==> src/assert_macros.svh <==
// Assertion macros shared by the token scanner RTL.
// Define NO_ASSERTIONS to compile every use away.
`ifndef ASSERT_MACROS_SVH
`define ASSERT_MACROS_SVH

`ifndef NO_ASSERTIONS

// Clocked check, masked while reset is asserted.
`define ASSERT_CLK(lbl, clk, rst_n, prop, msg) \
  lbl: assert property (@(posedge clk) disable iff (!rst_n) prop) else $error(msg);

// Clocked check that also holds across reset.
`define ASSERT_NORST(lbl, clk, prop, msg) \
  lbl: assert property (@(posedge clk) prop) else $error(msg);

`else

`define ASSERT_CLK(lbl, clk, rst_n, prop, msg)
`define ASSERT_NORST(lbl, clk, prop, msg)

`endif

`endif

==> src/tsd_pkg.sv <==
// Types, codes and keyword tables of the token scanner.
// No dependencies; used by every RTL file of the block.
`default_nettype none

package tsd_pkg;

  localparam int LENGTH_BITS_DEF = 8;
  localparam int FIFO_DEPTH      = 4;
  localparam int NUM_KW          = 5;

  localparam logic [NUM_KW-1:0] CAND_ALL = '1;

  localparam logic [7:0] CH_NL     = 8'h0A;
  localparam logic [7:0] CH_TAB    = 8'h09;
  localparam logic [7:0] CH_SPACE  = 8'h20;
  localparam logic [7:0] CH_USCORE = "_";
  localparam logic [7:0] CH_SLASH  = "/";
  localparam logic [7:0] CH_EQ     = "=";
  localparam logic [7:0] CH_AMP    = "&";
  localparam logic [7:0] CH_BAR    = "|";

  // Keyword text, five characters each, padded with blanks past the length.
  localparam logic [39:0] KW_TXT [NUM_KW] = '{"int  ", "if   ", "else ", "while", "print"};
  localparam logic [2:0]  KW_LEN [NUM_KW] = '{3'd3, 3'd2, 3'd4, 3'd5, 3'd5};

  typedef enum logic [4:0] {
    ST_IDLE, ST_NUM, ST_IDENT, ST_MINUS, ST_DIV, ST_ASSIGN, ST_NOT, ST_LESS,
    ST_GREAT, ST_AND1, ST_OR1, ST_COMMENT,
    ST_DONE_ADD, ST_DONE_MUL, ST_DONE_MOD, ST_DONE_EQ, ST_DONE_NE, ST_DONE_LE,
    ST_DONE_GE, ST_DONE_AND, ST_DONE_OR, ST_DONE_SEMI, ST_DONE_COMMA,
    ST_DONE_LPAREN, ST_DONE_RPAREN, ST_DONE_LBRACE, ST_DONE_RBRACE
  } scan_state_t;

  typedef enum logic [4:0] {
    TK_END, TK_NUMBER, TK_IDENT, TK_KW_INT, TK_KW_IF, TK_KW_ELSE, TK_KW_WHILE,
    TK_KW_PRINT, TK_PLUS, TK_MINUS, TK_STAR, TK_SLASH, TK_PERCENT, TK_ASSIGN,
    TK_EQ, TK_NE, TK_NOT, TK_LT, TK_LE, TK_GT, TK_GE, TK_AND, TK_OR, TK_SEMI,
    TK_COMMA, TK_LPAREN, TK_RPAREN, TK_LBRACE, TK_RBRACE, TK_NOTOK, TK_INVALID
  } tok_kind_t;

  typedef struct packed {
    logic [7:0] char_code;
    logic       end_of_input;
  } in_item_t;

  typedef struct packed {
    logic [4:0] token_kind;
    logic [7:0] lexeme_length;
    logic       last;
  } out_item_t;

  // Up to two results per item, in order; vld1 implies vld0.
  typedef struct packed {
    logic      vld0;
    out_item_t item0;
    logic      vld1;
    out_item_t item1;
  } res_wr_t;

  function automatic logic [7:0] kw_char(input logic [2:0] k, input logic [2:0] p);
    logic [39:0] t;
    t = KW_TXT[k] << {p, 3'b000};
    return t[39:32];
  endfunction

  function automatic tok_kind_t kw_kind(input logic [2:0] k);
    tok_kind_t r;
    case (k)
      3'd0:    r = TK_KW_INT;
      3'd1:    r = TK_KW_IF;
      3'd2:    r = TK_KW_ELSE;
      3'd3:    r = TK_KW_WHILE;
      3'd4:    r = TK_KW_PRINT;
      default: r = TK_IDENT;
    endcase
    return r;
  endfunction

  function automatic out_item_t mk_item(input tok_kind_t kind, input logic [7:0] len,
                                        input logic last);
    out_item_t r;
    r.token_kind    = kind;
    r.lexeme_length = len;
    r.last          = last;
    return r;
  endfunction

endpackage

`default_nettype wire

==> src/tsd_core.sv <==
// Scanner state machine: state, length counter and keyword candidates,
// plus the result decode for one item. Depends on tsd_pkg.
`default_nettype none

module tsd_core
  import tsd_pkg::*;
#(
  parameter int LENGTH_BITS = LENGTH_BITS_DEF
) (
  input  logic     clk,
  input  logic     rst_n,
  input  logic     fire,
  input  in_item_t item,
  output res_wr_t  wr
);

  scan_state_t             state_r, state_nxt;
  logic [LENGTH_BITS-1:0]  len_r, len_nxt, len_inc;
  logic [NUM_KW-1:0]       cand_r, cand_nxt;

  logic [7:0] c;
  logic       eoi;
  logic       ch_digit, ch_lower, ch_upper, is_idch;

  logic        starts, start_up, is_inv;
  scan_state_t start_st;

  logic                   cont;
  scan_state_t            cont_st;
  logic [LENGTH_BITS-1:0] cont_len;
  logic [NUM_KW-1:0]      cont_cand;

  logic [7:0] len8;
  tok_kind_t  pend_kind;
  logic       pend_present;
  logic       absorbed;

  assign c   = item.char_code;
  assign eoi = item.end_of_input;

  assign ch_digit = (c >= "0") && (c <= "9");
  assign ch_lower = (c >= "a") && (c <= "z");
  assign ch_upper = (c >= "A") && (c <= "Z");
  assign is_idch  = ch_digit || ch_lower || ch_upper || (c == CH_USCORE);

  assign len_inc = (len_r == '1) ? len_r : LENGTH_BITS'(len_r + 1'b1);

  // Drop every keyword that does not have ch at position p.
  function automatic logic [NUM_KW-1:0] narrow(input logic [NUM_KW-1:0] cand,
                                               input logic [LENGTH_BITS-1:0] p,
                                               input logic [7:0] ch);
    logic [NUM_KW-1:0] r;
    r = cand;
    for (int k = 0; k < NUM_KW; k++) begin
      if (!((p < LENGTH_BITS'(KW_LEN[k])) && (kw_char(3'(k), p[2:0]) == ch)))
        r[k] = 1'b0;
    end
    return r;
  endfunction

  if (LENGTH_BITS > 8) begin : g_sat
    assign len8 = (len_r > LENGTH_BITS'(255)) ? 8'hFF : len_r[7:0];
  end else begin : g_ext
    assign len8 = 8'(len_r);
  end

  // Kind of the token held in the current state.
  always_comb begin
    pend_kind = TK_NOTOK;
    case (state_r)
      ST_NUM: pend_kind = TK_NUMBER;
      ST_IDENT: begin
        pend_kind = TK_IDENT;
        // descending so the first matching keyword wins
        for (int k = NUM_KW - 1; k >= 0; k--) begin
          if (cand_r[k] && (len_r == LENGTH_BITS'(KW_LEN[k])))
            pend_kind = kw_kind(3'(k));
        end
      end
      ST_MINUS:       pend_kind = TK_MINUS;
      ST_DIV:         pend_kind = TK_SLASH;
      ST_ASSIGN:      pend_kind = TK_ASSIGN;
      ST_NOT:         pend_kind = TK_NOT;
      ST_LESS:        pend_kind = TK_LT;
      ST_GREAT:       pend_kind = TK_GT;
      ST_DONE_ADD:    pend_kind = TK_PLUS;
      ST_DONE_MUL:    pend_kind = TK_STAR;
      ST_DONE_MOD:    pend_kind = TK_PERCENT;
      ST_DONE_EQ:     pend_kind = TK_EQ;
      ST_DONE_NE:     pend_kind = TK_NE;
      ST_DONE_LE:     pend_kind = TK_LE;
      ST_DONE_GE:     pend_kind = TK_GE;
      ST_DONE_AND:    pend_kind = TK_AND;
      ST_DONE_OR:     pend_kind = TK_OR;
      ST_DONE_SEMI:   pend_kind = TK_SEMI;
      ST_DONE_COMMA:  pend_kind = TK_COMMA;
      ST_DONE_LPAREN: pend_kind = TK_LPAREN;
      ST_DONE_RPAREN: pend_kind = TK_RPAREN;
      ST_DONE_LBRACE: pend_kind = TK_LBRACE;
      ST_DONE_RBRACE: pend_kind = TK_RBRACE;
      default:        pend_kind = TK_NOTOK;
    endcase
  end

  // Decode of a character that starts a new token, from idle or once the token in progress ends.
  always_comb begin
    starts   = 1'b1;
    start_up = 1'b0;
    start_st = ST_IDLE;
    is_inv   = 1'b0;
    if (ch_digit) begin
      start_st = ST_NUM;
    end else if (ch_lower) begin
      start_st = ST_IDENT;
    end else if (ch_upper || (c == CH_USCORE)) begin
      start_st = ST_IDENT;
      start_up = 1'b1;
    end else begin
      case (c)
        "-":     start_st = ST_MINUS;
        "/":     start_st = ST_DIV;
        "+":     start_st = ST_DONE_ADD;
        "*":     start_st = ST_DONE_MUL;
        "%":     start_st = ST_DONE_MOD;
        "=":     start_st = ST_ASSIGN;
        "!":     start_st = ST_NOT;
        "<":     start_st = ST_LESS;
        ">":     start_st = ST_GREAT;
        "&":     start_st = ST_AND1;
        "|":     start_st = ST_OR1;
        ";":     start_st = ST_DONE_SEMI;
        ",":     start_st = ST_DONE_COMMA;
        "(":     start_st = ST_DONE_LPAREN;
        ")":     start_st = ST_DONE_RPAREN;
        "{":     start_st = ST_DONE_LBRACE;
        "}":     start_st = ST_DONE_RBRACE;
        CH_SPACE, CH_TAB, CH_NL: starts = 1'b0;
        default: begin
          starts = 1'b0;
          is_inv = 1'b1;
        end
      endcase
    end
  end

  // Does the character extend the token in progress?
  always_comb begin
    cont      = 1'b0;
    cont_st   = state_r;
    cont_len  = len_inc;
    cont_cand = cand_r;
    case (state_r)
      ST_NUM: cont = ch_digit;
      ST_IDENT: begin
        cont      = is_idch;
        cont_cand = narrow(cand_r, len_r, c);
      end
      ST_MINUS: begin
        cont    = ch_digit;
        cont_st = ST_NUM;
      end
      ST_DIV: begin
        cont     = (c == CH_SLASH);
        cont_st  = ST_COMMENT;
        cont_len = '0;
      end
      ST_ASSIGN: begin
        cont    = (c == CH_EQ);
        cont_st = ST_DONE_EQ;
      end
      ST_NOT: begin
        cont    = (c == CH_EQ);
        cont_st = ST_DONE_NE;
      end
      ST_LESS: begin
        cont    = (c == CH_EQ);
        cont_st = ST_DONE_LE;
      end
      ST_GREAT: begin
        cont    = (c == CH_EQ);
        cont_st = ST_DONE_GE;
      end
      ST_AND1: begin
        cont    = (c == CH_AMP);
        cont_st = ST_DONE_AND;
      end
      ST_OR1: begin
        cont    = (c == CH_BAR);
        cont_st = ST_DONE_OR;
      end
      ST_COMMENT: begin
        // swallow everything; newline ends the comment
        cont      = 1'b1;
        cont_len  = '0;
        cont_cand = CAND_ALL;
        if (c == CH_NL)
          cont_st = ST_IDLE;
      end
      default: cont = 1'b0;
    endcase
  end

  assign absorbed     = (state_r != ST_IDLE) && cont;
  assign pend_present = (state_r != ST_IDLE) && (state_r != ST_COMMENT);

  // Next state
  always_comb begin
    state_nxt = ST_IDLE;
    len_nxt   = '0;
    cand_nxt  = CAND_ALL;
    if (eoi) begin
      state_nxt = ST_IDLE;
    end else if (absorbed) begin
      state_nxt = cont_st;
      len_nxt   = cont_len;
      cand_nxt  = cont_cand;
    end else if (starts) begin
      state_nxt = start_st;
      len_nxt   = LENGTH_BITS'(1);
      if (start_st == ST_IDENT)
        cand_nxt = start_up ? '0 : narrow(CAND_ALL, '0, c);
    end
  end

  // Results of this item
  always_comb begin
    wr = '0;
    if (fire) begin
      if (eoi) begin
        wr.vld0 = 1'b1;
        if (pend_present) begin
          wr.item0 = mk_item(pend_kind, len8, 1'b0);
          wr.vld1  = 1'b1;
          wr.item1 = mk_item(TK_END, 8'd0, 1'b1);
        end else begin
          wr.item0 = mk_item(TK_END, 8'd0, 1'b1);
        end
      end else if (!absorbed) begin
        if (state_r != ST_IDLE) begin
          wr.vld0  = 1'b1;
          wr.item0 = mk_item(pend_kind, len8, !is_inv);
          if (is_inv) begin
            wr.vld1  = 1'b1;
            wr.item1 = mk_item(TK_INVALID, 8'd1, 1'b1);
          end
        end else if (is_inv) begin
          wr.vld0  = 1'b1;
          wr.item0 = mk_item(TK_INVALID, 8'd1, 1'b1);
        end
      end
    end
  end

  always_ff @(posedge clk) begin
    if (!rst_n) begin
      state_r <= ST_IDLE;
      len_r   <= '0;
      cand_r  <= CAND_ALL;
    end else if (fire) begin
      state_r <= state_nxt;
      len_r   <= len_nxt;
      cand_r  <= cand_nxt;
    end
  end

endmodule

`default_nettype wire

==> src/tsd_res_fifo.sv <==
// Result queue: takes up to two results a cycle, hands out one.
// Depends on tsd_pkg.
`default_nettype none

module tsd_res_fifo
  import tsd_pkg::*;
(
  input  logic      clk,
  input  logic      rst_n,
  input  res_wr_t   wr,
  output logic      room,
  output logic      out_valid,
  input  logic      out_ready,
  output out_item_t out_data
);

  localparam int PTR_W = $clog2(FIFO_DEPTH);
  localparam int CNT_W = $clog2(FIFO_DEPTH + 1);

  out_item_t        mem [FIFO_DEPTH];
  logic [PTR_W-1:0] wr_ptr_r, wr_ptr_nxt, wr_ptr_p1;
  logic [PTR_W-1:0] rd_ptr_r, rd_ptr_nxt;
  logic [CNT_W-1:0] cnt_r, cnt_nxt;
  logic [1:0]       nwr;
  logic             pop;

  assign nwr       = {1'b0, wr.vld0} + {1'b0, wr.vld1};
  assign pop       = out_valid && out_ready;
  assign wr_ptr_p1 = PTR_W'(wr_ptr_r + 1'b1);

  assign wr_ptr_nxt = PTR_W'(wr_ptr_r + nwr);
  assign rd_ptr_nxt = PTR_W'(rd_ptr_r + pop);
  assign cnt_nxt    = CNT_W'(cnt_r + CNT_W'(nwr) - CNT_W'(pop));

  // accept an item only when both of its possible results fit
  assign room      = (cnt_r <= CNT_W'(FIFO_DEPTH - 2));
  assign out_valid = (cnt_r != '0);
  assign out_data  = mem[rd_ptr_r];

  always_ff @(posedge clk) begin
    if (wr.vld0)
      mem[wr_ptr_r] <= wr.item0;
    if (wr.vld1)
      mem[wr_ptr_p1] <= wr.item1;
  end

  always_ff @(posedge clk) begin
    if (!rst_n) begin
      wr_ptr_r <= '0;
      rd_ptr_r <= '0;
      cnt_r    <= '0;
    end else begin
      wr_ptr_r <= wr_ptr_nxt;
      rd_ptr_r <= rd_ptr_nxt;
      cnt_r    <= cnt_nxt;
    end
  end

endmodule

`default_nettype wire

==> src/token_scanner_dfa_unit.sv <==
// Token scanner top level: input register, scanner core, result queue.
// Depends on tsd_pkg, tsd_core, tsd_res_fifo and assert_macros.svh.
//
//   channel | ports                          | payload
//   --------+--------------------------------+------------------------------------
//   input   | in_valid, in_ready, in_data    | char_code, end_of_input
//   result  | out_valid, out_ready, out_data | token_kind, lexeme_length, last
//
// An item is registered at acceptance and scanned once the result queue has room; its
// results are written into the queue. One item is accepted per cycle while the queue has
// room; each result leaves on its own through the single output port, so an item giving
// two results holds that port for two transfers. The four-entry result queue sets how far
// input runs ahead of a stalled output. Reset is synchronous and clears state and queue.
`default_nettype none
`include "assert_macros.svh"

module token_scanner_dfa_unit
  import tsd_pkg::*;
#(
  parameter int LENGTH_BITS = LENGTH_BITS_DEF
) (
  input  logic      clk,
  input  logic      rst_n,
  input  logic      in_valid,
  output logic      in_ready,
  input  in_item_t  in_data,
  output logic      out_valid,
  input  logic      out_ready,
  output out_item_t out_data
);

  in_item_t in_item_r;
  logic     in_vld_r, in_vld_nxt;
  logic     room;
  logic     proc_fire;
  res_wr_t  res_wr;

  assign proc_fire  = in_vld_r && room;
  assign in_ready   = !in_vld_r || proc_fire;
  assign in_vld_nxt = in_ready ? in_valid : in_vld_r;

  always_ff @(posedge clk) begin
    if (!rst_n)
      in_vld_r <= 1'b0;
    else
      in_vld_r <= in_vld_nxt;
  end

  always_ff @(posedge clk) begin
    if (in_valid && in_ready)
      in_item_r <= in_data;
  end

  tsd_core #(
    .LENGTH_BITS(LENGTH_BITS)
  ) u_core (
    .clk  (clk),
    .rst_n(rst_n),
    .fire (proc_fire),
    .item (in_item_r),
    .wr   (res_wr)
  );

  tsd_res_fifo u_fifo (
    .clk      (clk),
    .rst_n    (rst_n),
    .wr       (res_wr),
    .room     (room),
    .out_valid(out_valid),
    .out_ready(out_ready),
    .out_data (out_data)
  );

  `ASSERT_CLK(a_eoi_gives_result, clk, rst_n, proc_fire && in_item_r.end_of_input |-> res_wr.vld0, "end of input produced no result")
  `ASSERT_CLK(a_two_results_order, clk, rst_n, res_wr.vld1 |-> res_wr.vld0 && !res_wr.item0.last && res_wr.item1.last, "bad order or last flag on a result pair")
  `ASSERT_CLK(a_one_result_last, clk, rst_n, res_wr.vld0 && !res_wr.vld1 |-> res_wr.item0.last, "single result lacks last flag")
  `ASSERT_NORST(a_reset_empties_queue, clk, !rst_n |=> !out_valid, "result queue not empty after reset")

endmodule

`default_nettype wire
==> config.mk <==
export PLATFORM = sky130hd
export DESIGN_NAME = token_scanner_dfa_unit
export DESIGN_NICKNAME = d
export VERILOG_FILES = /design/src/tsd_pkg.sv /design/src/tsd_core.sv /design/src/tsd_res_fifo.sv /design/src/token_scanner_dfa_unit.sv
export VERILOG_INCLUDE_DIRS = /design/src /design/src/src
export SDC_FILE = /design/constraint.sdc
export NUM_CORES = 1
export LEC_CHECK = 0
export BUFFER_PORTS_ARGS = -buffer_cell sky130_fd_sc_hd__buf_4
export CORE_ASPECT_RATIO = 1.2
export CORE_MARGIN = 2
export CORE_UTILIZATION = 57
export CTS_BUF_LIST = sky130_fd_sc_hd__clkbuf_16
export DETAILED_ROUTE_END_ITERATION = 8
export HOLD_SLACK_MARGIN = 0.05
export PLACE_DENSITY = 0.88
export SLEW_MARGIN = 10
export SYNTH_ARGS = -nofsm -noshare
export SYNTH_HDL_FRONTEND = slang
export SYNTH_HIERARCHICAL = 1
export SYNTH_SLANG_ARGS = --single-unit
==> constraint.sdc <==
create_clock -name clk -period 4.2 [get_ports clk]
set_clock_uncertainty 0.15 [all_clocks]
set_input_delay 0.84 -clock clk [delete_from_list [all_inputs] [get_ports clk]]
set_output_delay 0.84 -clock clk [all_outputs]
set_load 0.05 [all_outputs]
Word level (Yosys, flattened, before mapping) --
Memory sizes are Yosys's and may differ from the RTL's. A register that Yosys moved wholly into a read port is not among the register bits. Index checks and enable logic that the tools add are counted.
Word-level totals: flip-flop bits (word level) 35, bits in writable memories 56, output and inout bits 16, word-level logic and storage cells 208, memories 1
Operators by class: shift-type cells 5, equal/unequal tests 72, reduce and logical (&&, ||, !) cells 39, muxes and demuxes 60, add/sub/neg operators 7, order comparisons 11
Memories:
- u_fifo.mem | depth 4, bits a word 14, rd ports 1, clocked after Yosys merged registers in 1, write ports 2, RTL line tsd_res_fifo.sv:20 | out_item_t mem [FIFO_DEPTH];
Operator list (number):
- << shifter 39 x 6 -> 40 bit (first input constant) | 5
- == test 8 x 6 -> 1 bit (second input constant) | 15
- one-hot mux 5 bit (23 select lines) | 1
- 2-to-1 mux 30 bit | 3
- one-hot mux 5 bit (17 select lines) | 1
- 2-to-1 mux 15 bit | 4
- 2-to-1 mux 5 bit | 12
- == test 5 bit (second input constant) | 11
- one-hot mux 5 bit (9 select lines) | 1
- == test 5 x 4 -> 1 bit (second input constant) | 8
- == test 8 bit | 5
- == test 7 x 8 -> 1 bit (first input constant) | 4
- == test 8 x 7 -> 1 bit (second input constant) | 4
- 2-to-1 mux 8 bit | 4
- != test 4 bit (second input constant) | 8
- 2-to-1 mux 1 bit | 25
- == test 5 x 3 -> 1 bit (second input constant) | 4
- OR reduction 20 bit | 1
- logical AND 1 bit | 18
- AND reduction 3 bit | 6
- OR reduction 17 bit | 1
- == test 8 x 2 -> 1 bit (second input constant) | 2
- == test 8 x 3 -> 1 bit (second input constant) | 2
- == test 8 x 4 -> 1 bit (second input constant) | 2
- other kinds (31) | 47

Logic depth before layout (Yosys ltp) --
depth in word-level cells 15, mapped depth 19

By module --
The synthesis kept the hierarchy.
Modules (own cells, without submodules):
- tsd_res_fifo | sequential area each 1821.7 µm², area each 3154.3 µm², cells an instance 180, instances 1
- tsd_core | sequential area each 360.3 µm², area each 3075.4 µm², cells an instance 449, instances 1
- token_scanner_dfa_unit | sequential area each 290.3 µm², area each 335.3 µm², cells an instance 15, instances 1

Worst setup path after synthesis --
No wires, ideal clock.
kind reg-to-reg, start reg in_item_r[5] in the netlist's numbering, end reg u_fifo.cnt_r[2], library setup time 0.114 ns, data arrival time 3.734 ns, stages on the path, launching flop included 18, setup slack 0.202 ns, required time 3.936 ns, clock period less this slack 3.998 ns, cells stage by stage edfxtp_1 -> or4b_1 -> o22ai_1 -> a211oi_2 -> o21a_4 -> and2_4 -> buf_6 -> and3_1 -> or2_1 -> buf_4 -> ha_1 -> inv_1 -> ha_1 -> inv_1 -> ha_1 -> fa_1 -> xnor3_1 -> nor2b_1
RTL lines:
- start: declaration | RTL line token_scanner_dfa_unit.sv:32 | in_item_t in_item_r;
- start signal: assignment | RTL line token_scanner_dfa_unit.sv:51 | in_item_r <= in_data;
- end signal: assignment | RTL line tsd_res_fifo.sv:55 | cnt_r <= cnt_nxt;
- end: declaration | RTL line tsd_res_fifo.sv:23 | logic [CNT_W-1:0] cnt_r, cnt_nxt;

Worst setup path after layout --
start reg in_item_r[5] in the netlist's numbering, end reg u_fifo.cnt_r[2]
Between the ends: cells in the longest elaborated chain, start to end 14, elaborated cells between the ends (all ways) 50
Ends and longest elaborated chain:
- greater-or-equal comparator 8 x 7 -> 1 bit, or another cell as far along | RTL line tsd_core.sv:43 | assign ch_upper = (c >= "A") && (c <= "Z");
- logical AND 1 bit or OR reduction 20 bit (tied branches)
- logical OR 1 bit or 2-to-1 mux 1 bit (tied branches) | RTL line tsd_core.sv:115, tsd_core.sv:119
- 2-to-1 mux 1 bit | RTL line tsd_core.sv:115 | end else if (ch_upper || (c == CH_USCORE)) begin
- 2-to-1 mux 1 bit | RTL line tsd_core.sv:113 | end else if (ch_lower) begin
- 2-to-1 mux 1 bit | RTL line tsd_core.sv:111 | if (ch_digit) begin
- 2-to-1 mux 15 bit | RTL line tsd_core.sv:242, tsd_core.sv:246
- 2-to-1 mux 15 bit | RTL line tsd_core.sv:239 | if (state_r != ST_IDLE) begin
- 2-to-1 mux 30 bit (*) | RTL line tsd_core.sv:238 | end else if (!absorbed) begin
- 2-to-1 mux 30 bit (*) | RTL line tsd_core.sv:229 | if (eoi) begin
- 2-to-1 mux 30 bit (*) | RTL line tsd_core.sv:228 | if (fire) begin
- adder 1 x 1 -> 2 bit (*) | RTL line tsd_res_fifo.sv:27 | assign nwr = {1'b0, wr.vld0} + {1'b0, wr.vld1};
- adder 3 x 2 -> 3 bit (*) | RTL line tsd_res_fifo.sv:33 | assign cnt_nxt = CNT_W'(cnt_r + CNT_W'(nwr) - CNT_W'(pop));
- subtractor 3 x 1 -> 3 bit (*) | RTL line tsd_res_fifo.sv:33
Every way passes the cells marked *; elsewhere a longest branch is shown, timed or not. A chain may end at the register's enable or synchronous reset.

==> key figures <==
Global routing
  • Total track usage: 0.2730
  • First-pass GRT wire length: 26500 um
  • Largest net degree at the start of global routing: 33
  • GRT overflow: 0
  • Vias in the first global route: 5283
  • Initial antenna violation count: 0

CTS
  • Reg clk slew, reported paths: 0.07 ns
  • Num Clock Sinks: 91
  • Clock tree root driver cell: clkbuf_16
  • Num CTS Buffers: 9
  • Hold_buf cts: 0
  • TritonCTS clock tree: yes
  • CTS Buffer Depth: 2
  • Clock Latency Late Sink: 0.34 ns
  • H-tree level count: 3

Worst setup path
  • Reg2reg setup slack: 0.19 ns
  • Type of the worst setup path: flip-flop to flip-flop
  • Most frequent CP cell: ha_1
  • Reg-to-Reg End: u_fifo/cnt_r[2]$_SDFF_PN0_
  • Worst path max stage delay: 0.49 ns
  • Setup crit end kind: flip-flop
  • Startpoint type of the worst setup path: flip-flop
  • Slowest stage cell, crit path: nor4b_1
  • RR Startpoint: in_item_r[5]$_DFFE_PP_
  • Setup crit start: in_item_r[5]$_DFFE_PP_
  • Maximum fanout along the worst path: 32
  • CP Cell Sequence: buf_12 > nor4b_1 > and4_1 > a211oi_2 > o21a_4 > and2_4 > and3_1 > or2_1 > ha_1 > inv_1 > ha_1 > inv_1 > ha_1 > fa_1 > xnor3_1 > nor2b_1
  • R2R cell count: 16
  • CP arrival: 4.12 ns
  • CP required: 4.32 ns

Logic synthesis
  • Syn Area/Cell: 10.19 um2
  • Post-Syn Area: 6565 um2
  • Post-synth ARST share: 0
  • Ys flop type: edfxtp_1
  • Post-synthesis instance total: 644
  • EDFF count, synth: 65
  • Yosys reg bits: 91
  • Syn. warnings: 6
  • Unique masters post-synth: 93
  • Post-synthesis sequential area ratio: 0.3766

Timing
  • Slew HR: 0.3557
  • Achievable Freq: 249.6 MHz
  • RSZ-0062 raised after global routing: no
  • Setup total negative slack: 0 ns
  • Setup ws final: 0.1937 ns
  • Final min period: 4.006 ns
  • Final setup fails: 0
  • Worst-Margin Slew: 0.9651 ns
  • Hold Vio Cnt, Final: 0
  • Count of pins over their slew limit: 0
  • Final Cycle Share: 0.9539

Place
  • PortBufs: 28
  • Post-DP HPWL: 11740 um
  • Gpl congestion: 0.9623
  • Setup WS pre-CTS: 0.1488 ns

Route
  • Drt initial violations: 652
  • First-pass detailed-route iteration total: 9
  • Residual DRC count: 0
  • Routed WL per cell: 20.32 um
  • Post-DRT Antenna Nets: 0
  • Via count: 5407
  • Via/cell ratio: 6.546
  • WL final: 16790 um

Hold path
  • Hold Crit Depth: 2
  • Worst hold path startpoint: u_core/cand_r[1]$_SDFFE_PN1P_
  • Worst Hold End: u_core/cand_r[1]$_SDFFE_PN1P_
  • Hold WC Path Type: flip-flop to flip-flop

Power and ir drop
  • Worst vdd ir: 0.0002432 V
  • Sw Pwr: 0.001078 W
  • PwrDens: 421.4 nW/um2
  • Internal power: 0.002000 W
  • Seq pwr share: 0.370
  • Sw Ratio: 0.3503
  • Pleak: 2.810 nW
  • Clock Power Share: 0.292
  • Comb power frac: 0.338

Layout
  • Most common cell after layout, fill and taps aside: edfxtp_1
  • Fillers: 865
  • Nets: 696
  • Number of inserted diodes: 0
  • Layout Area Growth over Synthesis: 11.24%
  • Layout cells sized above 1: 0.2708
  • Most frequent cells in the layout: 65 x edfxtp_1, 62 x buf_4, 56 x mux2_2, 44 x nand2_1, 40 x nor2_1

Die
  • Starting Density: 0.5893
  • Ports: 29
  • Die Y: 121.6 um
  • Die Width: 102.0 um
  • Total die area: 12400 um2
  • Num rows: 42
  • Core ar.: 11140 um2

Job
  • Max cap viols: 0

Status
  • Status: complete, no violations
## state kept, by name (all words and copies together), names as in the netlist
register / cells
u_fifo/cnt_r: 3
u_core/cand_r: 5
in_vld_r: 1
u_fifo/mem: 56
u_fifo/wr_ptr_r: 2
u_fifo/rd_ptr_r: 2
u_core/len8: 8
in_item_r: 9
u_core/state_r: 5
## synth_stat cells, drive strengths merged (5+ instances only)
cell type | n | area, um2
ha | 15 | 187.7
xnor2 | 8 | 70.07
and3 | 5 | 31.28
clkbuf | 22 | 82.58
nor2 | 41 | 156.4
nand4b | 6 | 52.55
nand3 | 15 | 80.08
mux2 | 56 | 630.6
a31oi | 15 | 93.84
nor4 | 6 | 43.79
a2111oi | 5 | 51.30
buf | 39 | 254.0
and2 | 17 | 112.6
nor2b | 14 | 87.58
edfxtp | 65 | 1952
o21ai | 32 | 163.9
a211oi | 5 | 42.54
mux4 | 14 | 315.3
a21oi | 29 | 156.4
nand4 | 5 | 31.28
nand2 | 44 | 165.2
or2 | 5 | 31.28
nor3 | 8 | 40.04
nand2b | 13 | 88.83
or3 | 5 | 31.28
inv | 24 | 90.09
dfxtp | 26 | 520.5
xor2 | 10 | 87.58
mux2i | 7 | 70.07
## area by class of cell
type / instances / area [um2] / share of cell area
timing repair buffer: 66 / 520.5 / 0.07127
tap: 154 / 192.7 / 0.02638
clock buffer: 9 / 225.2 / 0.03084
clock inverter: 7 / 106.4 / 0.01456
multi-input combinational: 475 / 3696 / 0.5061
inverter: 24 / 90.09 / 0.01234
sequential: 91 / 2472 / 0.3385
## critical path: cells and delay by family, from the launching register on
kind	cells	cell delay [ns]
AO/OA/AOI/OAI	2	0.24
buffers and inverters	3	0.29
flip-flops	1	0.45
AND/OR/NAND/NOR	6	1.46
adder cells (fa/ha/maj)	4	1.15
XOR/XNOR	1	0.19
## power groups by stage
stage	Sequential [W]	Combinational [W]	Clock, W
finish	0.00114	0.00104	0.000899
global route	0.00115	0.00111	0.000940
CTS	0.00115	0.00101	0.000906
detailed placement	0.00117	0.000999	0
global placement	0.00116	0.000970	0
floorplan	0.00109	0.000824	0
## cells by family after synthesis
kind of cell / share of synthesized area
DFF: 0.3766
and+or+nand+nor: 0.1805
muxes: 0.1548
xor gates and xnor gates: 0.03087
other: 0.0005712
adders and majority gates: 0.03164
AOI/OAI and AO/OA: 0.1601
buffers and inverters: 0.06499
## what timing repair did
action / 4_1_cts / 5_1_grt
setup buffers: 0 / 8
setup endpoints to repair: 0 / 16
gates resized for setup: 0 / 2
## layer usage
metal	vias to the layer above	global-route usage	wire (um)
met4	0	0.1233	566
met1	2585	0.3089	6267
met5	-	0	0
met2	312	0.4914	8938
li1	2445	-	-
met3	65	0.05278	1015
## how the worst max path moves through the flow
stage                                 end  slack [ns]  cells after the start
3_3_place_gp   u_fifo/cnt_r[2]$_SDFF_PN0_        0.29                     17
2_1_floorplan  u_fifo/cnt_r[2]$_SDFF_PN0_        0.20                     17
6_report       u_fifo/cnt_r[2]$_SDFF_PN0_        0.19                     16
4_1_cts        u_fifo/cnt_r[2]$_SDFF_PN0_        0.11                     17
3_5_place_dp   u_fifo/cnt_r[2]$_SDFF_PN0_        0.15                     17
5_1_grt        u_fifo/cnt_r[2]$_SDFF_PN0_       0.007                     18
## metrics by stage
stage,total power [W],std cells,utilization,instance area (um2),hold slack [ns]
detailed placement,0.002170,802,0.6189,6895,0.2999
CTS,0.003066,818,0.6487,7227,0.3109
global route,0.003201,826,0.6555,7303,0.3567
finish,0.003078,826,0.6555,7303,0.3133
floorplan,0.001915,651,-,6591,0.2821
global placement,0.002134,802,0.6189,6895,0.2972
Note: power is estimated with default switching activity, not from simulation.
